**config.mk**
```make
export PLATFORM = sky130hd
export DESIGN_NAME = block_bitmap_allocator
export DESIGN_NICKNAME = d
export VERILOG_FILES = /design/src/sv/bba_pkg.sv /design/src/sv/bba_ctrl.sv /design/src/sv/bba_datapath.sv /design/src/sv/block_bitmap_allocator.sv
export VERILOG_INCLUDE_DIRS = /design/src /design/src/sv
export SDC_FILE = /design/constraint.sdc
export NUM_CORES = 1
export LEC_CHECK = 0
export BUFFER_PORTS_ARGS = -buffer_cell sky130_fd_sc_hd__buf_2
export CAP_MARGIN = 0
export CORE_ASPECT_RATIO = 0.5
export CORE_MARGIN = 2
export CORE_UTILIZATION = 40
export DETAILED_ROUTE_END_ITERATION = 12
export GPL_TIMING_DRIVEN = 0
export PLACE_DENSITY = 0.51
export SYNTH_ARGS = -nofsm -noshare
export SYNTH_HDL_FRONTEND = slang
export SYNTH_SLANG_ARGS = --single-unit
```
**constraint.sdc**
```tcl
create_clock -name aclk -period 10.15 [get_ports aclk]
set_clock_uncertainty 0.15 [all_clocks]
set_input_delay 1.015 -clock aclk [delete_from_list [all_inputs] [get_ports aclk]]
set_output_delay 1.015 -clock aclk [all_outputs]
set_load 0.02 [all_outputs]
```
**src/sv/block_bitmap_allocator_assert.svh**
```systemverilog
// assertion macros for the block bitmap allocator
// used by block_bitmap_allocator.sv; needs no other file
`ifndef BLOCK_BITMAP_ALLOCATOR_ASSERT_SVH
`define BLOCK_BITMAP_ALLOCATOR_ASSERT_SVH
`ifndef SYNTHESIS
// same-cycle implication
`define BBA_ASSERT_IMP(label, clk, rstn, ante, cons) \
    label: assert property (@(posedge clk) disable iff (!rstn) (ante) |-> (cons)) \
        else $error("bba: same-cycle check failed");
// next-cycle implication
`define BBA_ASSERT_NXT(label, clk, rstn, ante, cons) \
    label: assert property (@(posedge clk) disable iff (!rstn) (ante) |=> (cons)) \
        else $error("bba: next-cycle check failed");
`else
`define BBA_ASSERT_IMP(label, clk, rstn, ante, cons)
`define BBA_ASSERT_NXT(label, clk, rstn, ante, cons)
`endif
`endif

```
**src/sv/bba_pkg.sv**
```systemverilog
// shared types and constants of the block bitmap allocator
// no dependencies; imported by every module of the block
`default_nettype none

package bba_pkg;

    // default geometry
    localparam int unsigned BBA_STORE_BLOCKS    = 1024;
    localparam int unsigned BBA_RESERVED_BLOCKS = 131;
    localparam int unsigned BBA_BITMAP_WORDS    = 32;

    // field widths
    localparam int unsigned CNT_W    = 11;
    localparam int unsigned ID_W     = 10;
    localparam int unsigned BID_W    = 16;
    localparam int unsigned ODATA_W  = 40;
    localparam int unsigned PADDR_W  = 3;

    localparam logic [CNT_W-1:0] USABLE_RESET = 11'd1024;

    // register index of usable_blocks
    localparam logic REG_USABLE = 1'b0;

    // request kinds
    localparam logic REQ_ALLOC = 1'b0;
    localparam logic REQ_FREE  = 1'b1;

    // result status codes
    localparam logic [1:0] STAT_ALLOCATED    = 2'd0;
    localparam logic [1:0] STAT_NO_VACANT    = 2'd1;
    localparam logic [1:0] STAT_FREE_OK      = 2'd2;
    localparam logic [1:0] STAT_OUT_OF_RANGE = 2'd3;

    // controller to datapath
    typedef struct packed {
        logic capture;
        logic ptr_step;
        logic init_write;
        logic alloc_commit;
        logic alloc_fail;
        logic free_bad;
        logic free_commit;
        logic out_load;
    } bba_cmd_t;

    // datapath to controller
    typedef struct packed {
        logic room;
        logic found;
        logic last_word;
        logic range_bad;
        logic init_last;
        logic out_free;
    } bba_stat_t;

endpackage

`default_nettype wire

```
**src/sv/bba_ctrl.sv**
```systemverilog
// sequencing state machine of the block bitmap allocator
// depends on bba_pkg for the command and status structs
`default_nettype none

module bba_ctrl
    import bba_pkg::*;
(
    input  logic      aclk,
    input  logic      aresetn,
    input  logic      s_tvalid,
    input  logic      req_type,
    input  bba_stat_t stat,
    output logic      s_tready,
    output bba_cmd_t  cmd
);

    localparam logic [2:0] S_INIT     = 3'd0;
    localparam logic [2:0] S_IDLE     = 3'd1;
    localparam logic [2:0] S_ALLOC_RD = 3'd2;
    localparam logic [2:0] S_SCAN     = 3'd3;
    localparam logic [2:0] S_FREE_RD  = 3'd4;
    localparam logic [2:0] S_FREE_UPD = 3'd5;
    localparam logic [2:0] S_RESP     = 3'd6;

    logic [2:0] state_reg;
    logic [2:0] state_next;

    always_ff @(posedge aclk) begin
        if (!aresetn) begin
            state_reg <= S_INIT;
        end else begin
            state_reg <= state_next;
        end
    end

    always_comb begin
        cmd        = '0;
        state_next = state_reg;
        unique case (state_reg)
            S_INIT: begin
                cmd.init_write = 1'b1;
                cmd.ptr_step   = 1'b1;
                if (stat.init_last) begin
                    state_next = S_IDLE;
                end
            end
            S_IDLE: begin
                if (s_tvalid) begin
                    cmd.capture = 1'b1;
                    state_next  = (req_type == REQ_FREE) ? S_FREE_RD : S_ALLOC_RD;
                end
            end
            S_ALLOC_RD: begin
                cmd.ptr_step = 1'b1;
                if (!stat.room) begin
                    cmd.alloc_fail = 1'b1;
                    state_next     = S_RESP;
                end else begin
                    state_next = S_SCAN;
                end
            end
            S_SCAN: begin
                cmd.ptr_step = 1'b1;
                if (stat.found) begin
                    cmd.alloc_commit = 1'b1;
                    state_next       = S_RESP;
                end else if (stat.last_word) begin
                    cmd.alloc_fail = 1'b1;
                    state_next     = S_RESP;
                end
            end
            S_FREE_RD: begin
                if (stat.range_bad) begin
                    cmd.free_bad = 1'b1;
                    state_next   = S_RESP;
                end else begin
                    state_next = S_FREE_UPD;
                end
            end
            S_FREE_UPD: begin
                cmd.free_commit = 1'b1;
                state_next      = S_RESP;
            end
            S_RESP: begin
                if (stat.out_free) begin
                    cmd.out_load = 1'b1;
                    state_next   = S_IDLE;
                end
            end
            default: begin
                state_next = S_INIT;
            end
        endcase
    end

    assign s_tready = (state_reg == S_IDLE);

endmodule

`default_nettype wire

```
**src/sv/bba_datapath.sv**
```systemverilog
// bitmap memory, word scanner, counters and result register of the allocator
// depends on bba_pkg; driven by bba_ctrl through bba_cmd_t
`default_nettype none

module bba_datapath
    import bba_pkg::*;
#(
    parameter int unsigned STORE_BLOCKS    = BBA_STORE_BLOCKS,
    parameter int unsigned RESERVED_BLOCKS = BBA_RESERVED_BLOCKS,
    parameter int unsigned BITMAP_WORDS    = BBA_BITMAP_WORDS
) (
    input  logic             aclk,
    input  logic             aresetn,
    input  logic [CNT_W-1:0] usable_blocks,
    input  logic             req_type,
    input  logic [BID_W-1:0] block_id,
    input  bba_cmd_t         cmd,
    output bba_stat_t        stat,
    output logic             m_tvalid,
    input  logic             m_tready,
    output logic [1:0]       m_status,
    output logic [ID_W-1:0]  m_alloc_id,
    output logic             m_already_free,
    output logic [CNT_W-1:0] m_used_count,
    output logic [CNT_W-1:0] m_vacant_count
);

    localparam int unsigned WORD_W      = (BITMAP_WORDS > 1) ? $clog2(BITMAP_WORDS) : 1;
    localparam int unsigned MAP_BITS    = BITMAP_WORDS * 32;
    localparam int unsigned BLOCK_LIMIT = (STORE_BLOCKS < MAP_BITS) ? STORE_BLOCKS : MAP_BITS;
    localparam int unsigned RESV_LIMIT  =
        (RESERVED_BLOCKS < BLOCK_LIMIT) ? RESERVED_BLOCKS : BLOCK_LIMIT;

    localparam logic [31:0] ONES = 32'hFFFF_FFFF;
    localparam logic [31:0] TOP  = 32'h8000_0000;

    logic [31:0]       mem [BITMAP_WORDS];
    logic [31:0]       rd_data_reg;
    logic [WORD_W-1:0] word_ptr_reg;
    logic [WORD_W-1:0] word_ptr_next;
    logic [WORD_W-1:0] chk_ptr_reg;
    logic [BID_W-1:0]  block_id_reg;
    logic [CNT_W-1:0]  used_reg;
    logic [1:0]        status_reg;
    logic [ID_W-1:0]   grant_reg;
    logic              was_free_reg;

    logic              m_tvalid_reg;
    logic [1:0]        m_status_reg;
    logic [ID_W-1:0]   m_alloc_id_reg;
    logic              m_already_free_reg;
    logic [CNT_W-1:0]  m_used_reg;
    logic [CNT_W-1:0]  m_vacant_reg;

    logic [CNT_W-1:0]  eff;
    logic [CNT_W-1:0]  eff_m1;
    logic [5:0]        tail_bits;
    logic              is_last;
    logic [31:0]       scan_mask;
    logic [31:0]       free_bits;
    logic              hit;
    logic [4:0]        hit_pos;
    logic [31:0]       set_word;
    logic [31:0]       free_sel;
    logic              bit_set;
    logic [31:0]       clr_word;
    logic [31:0]       init_base;
    logic [31:0]       init_word;
    logic              wr_en;
    logic [WORD_W-1:0] wr_addr;
    logic [31:0]       wr_data;

    // effective usable size, capped at the store
    assign eff       = (32'(usable_blocks) < BLOCK_LIMIT) ? usable_blocks : CNT_W'(BLOCK_LIMIT);
    assign eff_m1    = eff - CNT_W'(1);
    assign tail_bits = {1'b0, eff_m1[4:0]} + 6'd1;
    assign is_last   = (32'(chk_ptr_reg) == 32'(eff_m1[CNT_W-1:5]));

    // only blocks below the usable size take part in the scan
    assign scan_mask = is_last ? ~(ONES >> tail_bits) : ONES;
    assign free_bits = ~rd_data_reg & scan_mask;

    // lowest block sits in the msb
    always_comb begin
        hit     = 1'b0;
        hit_pos = '0;
        for (int i = 0; i < 32; i++) begin
            if (free_bits[31-i] && !hit) begin
                hit     = 1'b1;
                hit_pos = 5'(i);
            end
        end
    end

    assign set_word = rd_data_reg | (TOP >> hit_pos);
    assign free_sel = TOP >> block_id_reg[4:0];
    assign bit_set  = |(rd_data_reg & free_sel);
    assign clr_word = rd_data_reg & ~free_sel;

    // reset image of one word
    assign init_base = 32'(word_ptr_reg) << 5;
    always_comb begin
        if (init_base + 32'd32 <= RESV_LIMIT) begin
            init_word = ONES;
        end else if (init_base >= RESV_LIMIT) begin
            init_word = '0;
        end else begin
            init_word = ~(ONES >> 6'(RESV_LIMIT - init_base));
        end
    end

    always_comb begin
        wr_en   = 1'b0;
        wr_addr = chk_ptr_reg;
        wr_data = set_word;
        if (cmd.init_write) begin
            wr_en   = 1'b1;
            wr_addr = word_ptr_reg;
            wr_data = init_word;
        end else if (cmd.alloc_commit) begin
            wr_en = 1'b1;
        end else if (cmd.free_commit && bit_set) begin
            wr_en   = 1'b1;
            wr_data = clr_word;
        end
    end

    always_ff @(posedge aclk) begin
        if (wr_en) begin
            mem[wr_addr] <= wr_data;
        end
        rd_data_reg <= mem[word_ptr_reg];
        chk_ptr_reg <= word_ptr_reg;
    end

    always_comb begin
        word_ptr_next = word_ptr_reg;
        if (cmd.capture) begin
            word_ptr_next = (req_type == REQ_ALLOC) ? '0 : WORD_W'(32'(block_id) >> 5);
        end else if (cmd.ptr_step && (32'(word_ptr_reg) != BITMAP_WORDS - 1)) begin
            word_ptr_next = word_ptr_reg + WORD_W'(1);
        end
    end

    always_ff @(posedge aclk) begin
        if (!aresetn) begin
            word_ptr_reg <= '0;
            used_reg     <= CNT_W'(RESV_LIMIT);
            m_tvalid_reg <= 1'b0;
        end else begin
            word_ptr_reg <= word_ptr_next;
            if (cmd.alloc_commit) begin
                used_reg <= used_reg + CNT_W'(1);
            end else if (cmd.free_commit && bit_set && (used_reg != '0)) begin
                used_reg <= used_reg - CNT_W'(1);
            end
            if (cmd.out_load) begin
                m_tvalid_reg <= 1'b1;
            end else if (m_tready) begin
                m_tvalid_reg <= 1'b0;
            end
        end
    end

    always_ff @(posedge aclk) begin
        if (cmd.capture) begin
            block_id_reg <= block_id;
        end
        if (cmd.alloc_commit) begin
            status_reg   <= STAT_ALLOCATED;
            grant_reg    <= ID_W'({chk_ptr_reg, hit_pos});
            was_free_reg <= 1'b0;
        end else if (cmd.alloc_fail) begin
            status_reg   <= STAT_NO_VACANT;
            grant_reg    <= '0;
            was_free_reg <= 1'b0;
        end else if (cmd.free_bad) begin
            status_reg   <= STAT_OUT_OF_RANGE;
            grant_reg    <= '0;
            was_free_reg <= 1'b0;
        end else if (cmd.free_commit) begin
            status_reg   <= STAT_FREE_OK;
            grant_reg    <= '0;
            was_free_reg <= !bit_set;
        end
        if (cmd.out_load) begin
            m_status_reg       <= status_reg;
            m_alloc_id_reg     <= grant_reg;
            m_already_free_reg <= was_free_reg;
            m_used_reg         <= used_reg;
            m_vacant_reg       <= (eff > used_reg) ? eff - used_reg : '0;
        end
    end

    assign stat.room      = (used_reg < eff);
    assign stat.found     = hit;
    assign stat.last_word = is_last;
    assign stat.range_bad = (32'(block_id_reg) < RESERVED_BLOCKS) ||
                            (32'(block_id_reg) >= BLOCK_LIMIT);
    assign stat.init_last = (32'(word_ptr_reg) == BITMAP_WORDS - 1);
    assign stat.out_free  = !m_tvalid_reg || m_tready;

    assign m_tvalid       = m_tvalid_reg;
    assign m_status       = m_status_reg;
    assign m_alloc_id     = m_alloc_id_reg;
    assign m_already_free = m_already_free_reg;
    assign m_used_count   = m_used_reg;
    assign m_vacant_count = m_vacant_reg;

endmodule

`default_nettype wire

```
**src/sv/block_bitmap_allocator.sv**
```systemverilog
// allocate: room check, then a scan of bitmap words, one a cycle, to the first free bit or last
// usable word; no-room allocate and out-of-range free answer after the check; free reads the word,
// then writes it back; one request at a time, the next taken once the last result is in the output
// register, which waits while a previous result is not taken on m_tready; aresetn low
// (synchronous) restores the register and counters, then the bitmap is rewritten one word a cycle
// top level of the block bitmap allocator; uses bba_pkg, bba_ctrl, bba_datapath
`default_nettype none

`include "block_bitmap_allocator_assert.svh"

module block_bitmap_allocator
    import bba_pkg::*;
#(
    parameter int unsigned STORE_BLOCKS    = BBA_STORE_BLOCKS,
    parameter int unsigned RESERVED_BLOCKS = BBA_RESERVED_BLOCKS,
    parameter int unsigned BITMAP_WORDS    = BBA_BITMAP_WORDS
) (
    input  logic               aclk,
    input  logic               aresetn,

    // request channel
    input  logic               s_tvalid,
    output logic               s_tready,
    input  logic [BID_W-1:0]   s_tdata,   // [15:0] block_id
    input  logic [0:0]         s_tuser,   // [0] req_type

    // result channel
    output logic               m_tvalid,
    input  logic               m_tready,
    // [9:0] alloc_id, [10] already_free, [21:11] used_count,
    // [32:22] vacant_count, [39:33] zero
    output logic [ODATA_W-1:0] m_tdata,
    output logic [1:0]         m_tuser,   // [1:0] status

    // configuration port
    input  logic               psel,
    input  logic               penable,
    input  logic               pwrite,
    input  logic [PADDR_W-1:0] paddr,
    input  logic [31:0]        pwdata,
    output logic [31:0]        prdata,
    output logic               pready
);

    localparam int unsigned MAP_BITS_TOP    = BITMAP_WORDS * 32;
    localparam int unsigned BLOCK_LIMIT_TOP =
        (STORE_BLOCKS < MAP_BITS_TOP) ? STORE_BLOCKS : MAP_BITS_TOP;

    logic [CNT_W-1:0] usable_reg;
    logic             reg_sel;
    logic             cfg_write;

    bba_cmd_t         cmd;
    bba_stat_t        stat;

    logic [1:0]       res_status;
    logic [ID_W-1:0]  res_alloc_id;
    logic             res_already_free;
    logic [CNT_W-1:0] res_used;
    logic [CNT_W-1:0] res_vacant;

    logic             res_granted;
    logic             res_failed;
    logic             grant_ok;

    // register file: a single 11-bit register at byte address 0
    assign reg_sel   = paddr[2];
    assign cfg_write = psel && penable && pwrite && pready;
    assign pready    = 1'b1;

    always_ff @(posedge aclk) begin
        if (!aresetn) begin
            usable_reg <= USABLE_RESET;
        end else if (cfg_write && (reg_sel == REG_USABLE)) begin
            // upper data bits are dropped
            usable_reg <= pwdata[CNT_W-1:0];
        end
    end

    // unknown addresses read as zero
    assign prdata = (reg_sel == REG_USABLE) ? 32'(usable_reg) : '0;

    // sequencer: init sweep, request dispatch, scan control, result hand-off
    bba_ctrl u_ctrl (
        .aclk     (aclk),
        .aresetn  (aresetn),
        .s_tvalid (s_tvalid),
        .req_type (s_tuser[0]),
        .stat     (stat),
        .s_tready (s_tready),
        .cmd      (cmd)
    );

    // bitmap memory, scanner, used count and output register
    bba_datapath #(
        .STORE_BLOCKS    (STORE_BLOCKS),
        .RESERVED_BLOCKS (RESERVED_BLOCKS),
        .BITMAP_WORDS    (BITMAP_WORDS)
    ) u_datapath (
        .aclk           (aclk),
        .aresetn        (aresetn),
        .usable_blocks  (usable_reg),
        .req_type       (s_tuser[0]),
        .block_id       (s_tdata),
        .cmd            (cmd),
        .stat           (stat),
        .m_tvalid       (m_tvalid),
        .m_tready       (m_tready),
        .m_status       (res_status),
        .m_alloc_id     (res_alloc_id),
        .m_already_free (res_already_free),
        .m_used_count   (res_used),
        .m_vacant_count (res_vacant)
    );

    // result packing, lowest field first
    assign m_tdata = {7'd0, res_vacant, res_used, res_already_free, res_alloc_id};
    assign m_tuser = res_status;

    // result classes watched by the checks below
    assign res_granted = m_tvalid && (res_status == STAT_ALLOCATED);
    assign res_failed  = m_tvalid &&
                         ((res_status == STAT_NO_VACANT) || (res_status == STAT_OUT_OF_RANGE));
    assign grant_ok    = (BLOCK_LIMIT_TOP > 1024) || (32'(res_alloc_id) >= RESERVED_BLOCKS);

    // one request in flight: an accepted transfer closes the input side
    `BBA_ASSERT_NXT(a_one_in_flight, aclk, aresetn, s_tvalid && s_tready, !s_tready)

    // a reserved block is never granted
    `BBA_ASSERT_IMP(a_no_reserved_grant, aclk, aresetn, res_granted, grant_ok)

    // failed requests carry no grant and no already-free flag
    `BBA_ASSERT_IMP(a_fail_clean, aclk, aresetn, res_failed, !res_already_free && !(|res_alloc_id))

endmodule

`default_nettype wire

```
==> flow_metrics.tcl <==
set metrics [dict create \
    rsz0062_at_grt "false" \
    p_per_area_nw_per_um2 187 \
    cts_resized 0 \
    worst_slew_pin_slew_ns 1.42 \
    worst_ep_arrival_time_ns 8.54 \
    synthSimpleGateAreaFrac 0.0456 \
    largest_reg_flops 1024 \
    synth_compound_area_frac 0.0634 \
    place_congestion 0.922 \
    cts_buffer_depth 3 \
    cts_inserted_buffers 106 \
    synth_edf_count 1085 \
    die_area_um2 121000 \
    drt-initial-drc-count 3226 \
    postLayoutCellArea_um2 54700 \
    pre_cts_slack_ns 2.09 \
    drv_slew 0 \
    cts_hold_buffers 0 \
    drt-total-wl_um 140000 \
    postCtsSetupRepairBufs 0 \
    numClockSinks 1156 \
    core_um2 118000 \
    reg2reg_depth 24 \
    synthAdderAreaFrac 0.00651 \
    avgSynthCellArea_um2 17.9 \
    min_to "u_datapath.chk_ptr_reg[3]$_DFF_P_" \
    clk_pin_slew_worst_paths_ns 0.07 \
    setup_violations 0 \
    nFillCells 10058 \
    min_from "u_datapath.word_ptr_reg[3]$_SDFFE_PN0P_" \
    grt_pass1_wl_um 198000 \
    grt_usage 0.232 \
    finalHoldViolCount 0 \
    clock_latency_ns 0.72 \
    synth-seq-area-share 0.719 \
    peakVddDrop_uv 156 \
    grt_pass1_vias 26177 \
    vias_per_cell 5.81 \
    nets 2991 \
    drv_cap 0 \
    vias 26668 \
    drive_gt1_frac 0.230 \
    crit_path_end_kind "flop" \
    timing.rr.end "u_datapath.used_reg[10]$_SDFFE_PN0P_" \
    p_leak_nw 16.8 \
    grt_max_degree 34 \
    required_ns 10.63 \
    period_needed_ns 8.06 \
    syn-cell-area_um2 47300 \
    die_h_um 247 \
    cts_tree "built" \
    timing.hold.ws_ns 0.201 \
    slew-limit-headroom 0.0474 \
    boundaryPins 136 \
    antenna_found_initial 13 \
    synth_top_flop_cell "edfxtp_1" \
    hpwlAfterDp_um 97800 \
    setup_ws_ns 2.09 \
    min_period_over_period 0.794 \
    start_util 0.402 \
    synth_warnings 0 \
    synth.distinct_cells 94 \
    rrSetupSlack_ns 2.09 \
    root_buffer "clkbuf_16" \
    min_path_type "flop to flop" \
    synth_cells 2634 \
    criticalPathCategory "flop to flop" \
    ant_nets 0 \
    tns_ns 0 \
    ys_ff_latch 1156 \
    max_freq_mhz 124 \
    first_pass_iters 6 \
    placed_area_um2 51300 \
    status "completed" \
    synth-xor-area-share 0.00296 \
    path_max_fanout 15 \
    h-tree-depth 3 \
    rows 89 \
    r2r-start "usable_reg[10]$_SDFFE_PN1P_" \
    synthArstFlopShare 0 \
    drc 0 \
    wl_per_cell_um 30.6 \
    crit_path_start_kind "flop" \
    grt-ovfl-total 0 \
    die-width_um 490 \
    synth_top_family_by_area "multiplexers" \
    area_delta_synth_final_pct 15.7 \
    io_buffers 82 \
    whs_path_depth 0 \
    synthMuxAreaShare 0.142 \
]
synth_stat cells (4+ instances only):
| master | instances | area, um2 |
|---|---|---|
| edfxtp_1 | 1085 | 32600 |
| mux4_2 | 257 | 5790 |
| nand2_1 | 128 | 480 |
| nor2_1 | 110 | 413 |
| o21ai_0 | 104 | 521 |
| clkbuf_1 | 101 | 379 |
| a21oi_1 | 90 | 450 |
| mux2i_1 | 75 | 751 |
| dfxtp_1 | 71 | 1420 |
| o221ai_1 | 36 | 315 |
| inv_1 | 35 | 131 |
| o22ai_1 | 34 | 213 |
| buf_1 | 33 | 124 |
| nor2b_1 | 33 | 206 |
| buf_4 | 30 | 225 |
| nand3_1 | 30 | 150 |
| a21o_1 | 27 | 203 |
| nor3_1 | 26 | 130 |
| a211oi_1 | 23 | 173 |
| ha_1 | 23 | 288 |
| a31oi_1 | 19 | 119 |
| o21a_1 | 18 | 135 |
| mux2_2 | 17 | 191 |
| o31ai_1 | 15 | 113 |
| xnor2_1 | 13 | 114 |
| nor4_1 | 11 | 68.8 |
| nand2b_1 | 10 | 62.6 |
| nand4_1 | 10 | 62.6 |
| or3_1 | 10 | 62.6 |
| and3_1 | 9 | 56.3 |
| o211ai_1 | 8 | 60.1 |
| and2_1 | 7 | 43.8 |
| a22oi_1 | 6 | 45.0 |
| buf_2 | 5 | 25.0 |
| nand3b_1 | 5 | 37.5 |
| o31a_1 | 5 | 43.8 |
| or2_2 | 5 | 31.3 |
| a21boi_0 | 4 | 30.0 |
| a21oi_2 | 4 | 35.0 |
| a311oi_1 | 4 | 35.0 |
| nor4b_1 | 4 | 35.0 |
critical path, cell delays in order, from the launching register on:
cell	delay [ns]
dfxtp_1	0.42
buf_2	0.25
clkinv_1	0.32
nand2_1	0.31
ha_1	0.32
clkbuf_1	0.42
inv_1	0.15
nor3_1	0.25
o21ai_1	0.15
a2111oi_2	0.46
nand3_1	0.27
a2bb2oi_1	0.25
nor3_1	0.52
and4_1	0.27
clkbuf_1	0.48
a21oi_4	0.21
inv_4	0.18
clkbuf_1	0.76
ha_1	0.44
o21a_1	0.14
a31o_2	0.24
a2111oi_1	0.45
nor2_2	0.12
mux2i_1	0.25
mux2i_1	0.21
how the worst max path moves through the flow:
stage | endpoint | from | cells past startpoint
2_1_floorplan | u_datapath.mem[23][0]$_DFFE_PP_ | usable_reg[10]$_SDFFE_PN1P_ | 21
3_3_place_gp | u_datapath.mem[19][30]$_DFFE_PP_ | usable_reg[10]$_SDFFE_PN1P_ | 21
3_5_place_dp | u_datapath.used_reg[10]$_SDFFE_PN0P_ | usable_reg[10]$_SDFFE_PN1P_ | 24
4_1_cts | u_datapath.used_reg[10]$_SDFFE_PN0P_ | usable_reg[10]$_SDFFE_PN1P_ | 24
5_1_grt | u_datapath.used_reg[10]$_SDFFE_PN0P_ | usable_reg[10]$_SDFFE_PN1P_ | 24
6_report | u_datapath.used_reg[10]$_SDFFE_PN0P_ | usable_reg[10]$_SDFFE_PN1P_ | 24
metrics by stage:
stage | instances | power (mW) | util
after floorplan | 2661 | 5.94 | -
after global placement | 4335 | 6.30 | 0.423
final | 4591 | 10.2 | 0.465
after global routing | 4589 | 10.5 | 0.465
after detailed placement | 4392 | 6.34 | 0.436
after CTS | 4589 | 10.3 | 0.465
power by group:
group / total [mW] / switching, mW / internal, mW
Sequential: 5.37 / 0.0545 / 5.31
Clock: 3.95 / 1.77 / 2.18
Combinational: 0.884 / 0.569 / 0.315
per-layer routing:
metal,routed length [um],global-route usage
met5,12,0
met4,2870,0.0515
met3,11200,0.0481
met2,61000,0.342
met1,65200,0.354
cell type report:
cell class,count,area [um2],share of cell area
timing repair buffer,139,1540,0.0281
clock inverter,60,522,0.00954
tap,1592,1990,0.0364
buffer,172,787,0.0144
sequential,1156,34000,0.622
clock buffer,137,2850,0.0521
multi-input combinational,1295,12900,0.235
inverter,38,145,0.00265
antenna,2,5.00,0.0000915
layout by cell type, fill, tap and decap left out, types with 31 or more instances in the layout:
master	instances
nor2_1	77
nor2b_1	33
buf_2	87
buf_1	33
mux2i_1	75
nor2_4	33
nand2_1	128
edfxtp_1	1085
o221ai_1	36
inv_1	35
o21ai_0	84
clkbuf_16	107
mux4_2	257
o22ai_1	34
dfxtp_1	71
clkinv_1	31
a21oi_1	90
clkbuf_1	125
cells by family after synthesis:
group,Yosys count
adders and majority gates,24
AOI/OAI and AO/OA,449
and+or+nand+nor,428
DFF,1156
buffers and inverters,210
muxes,349
other,2
xor gates and xnor gates,16
Power figures use the tool's default switching activity.
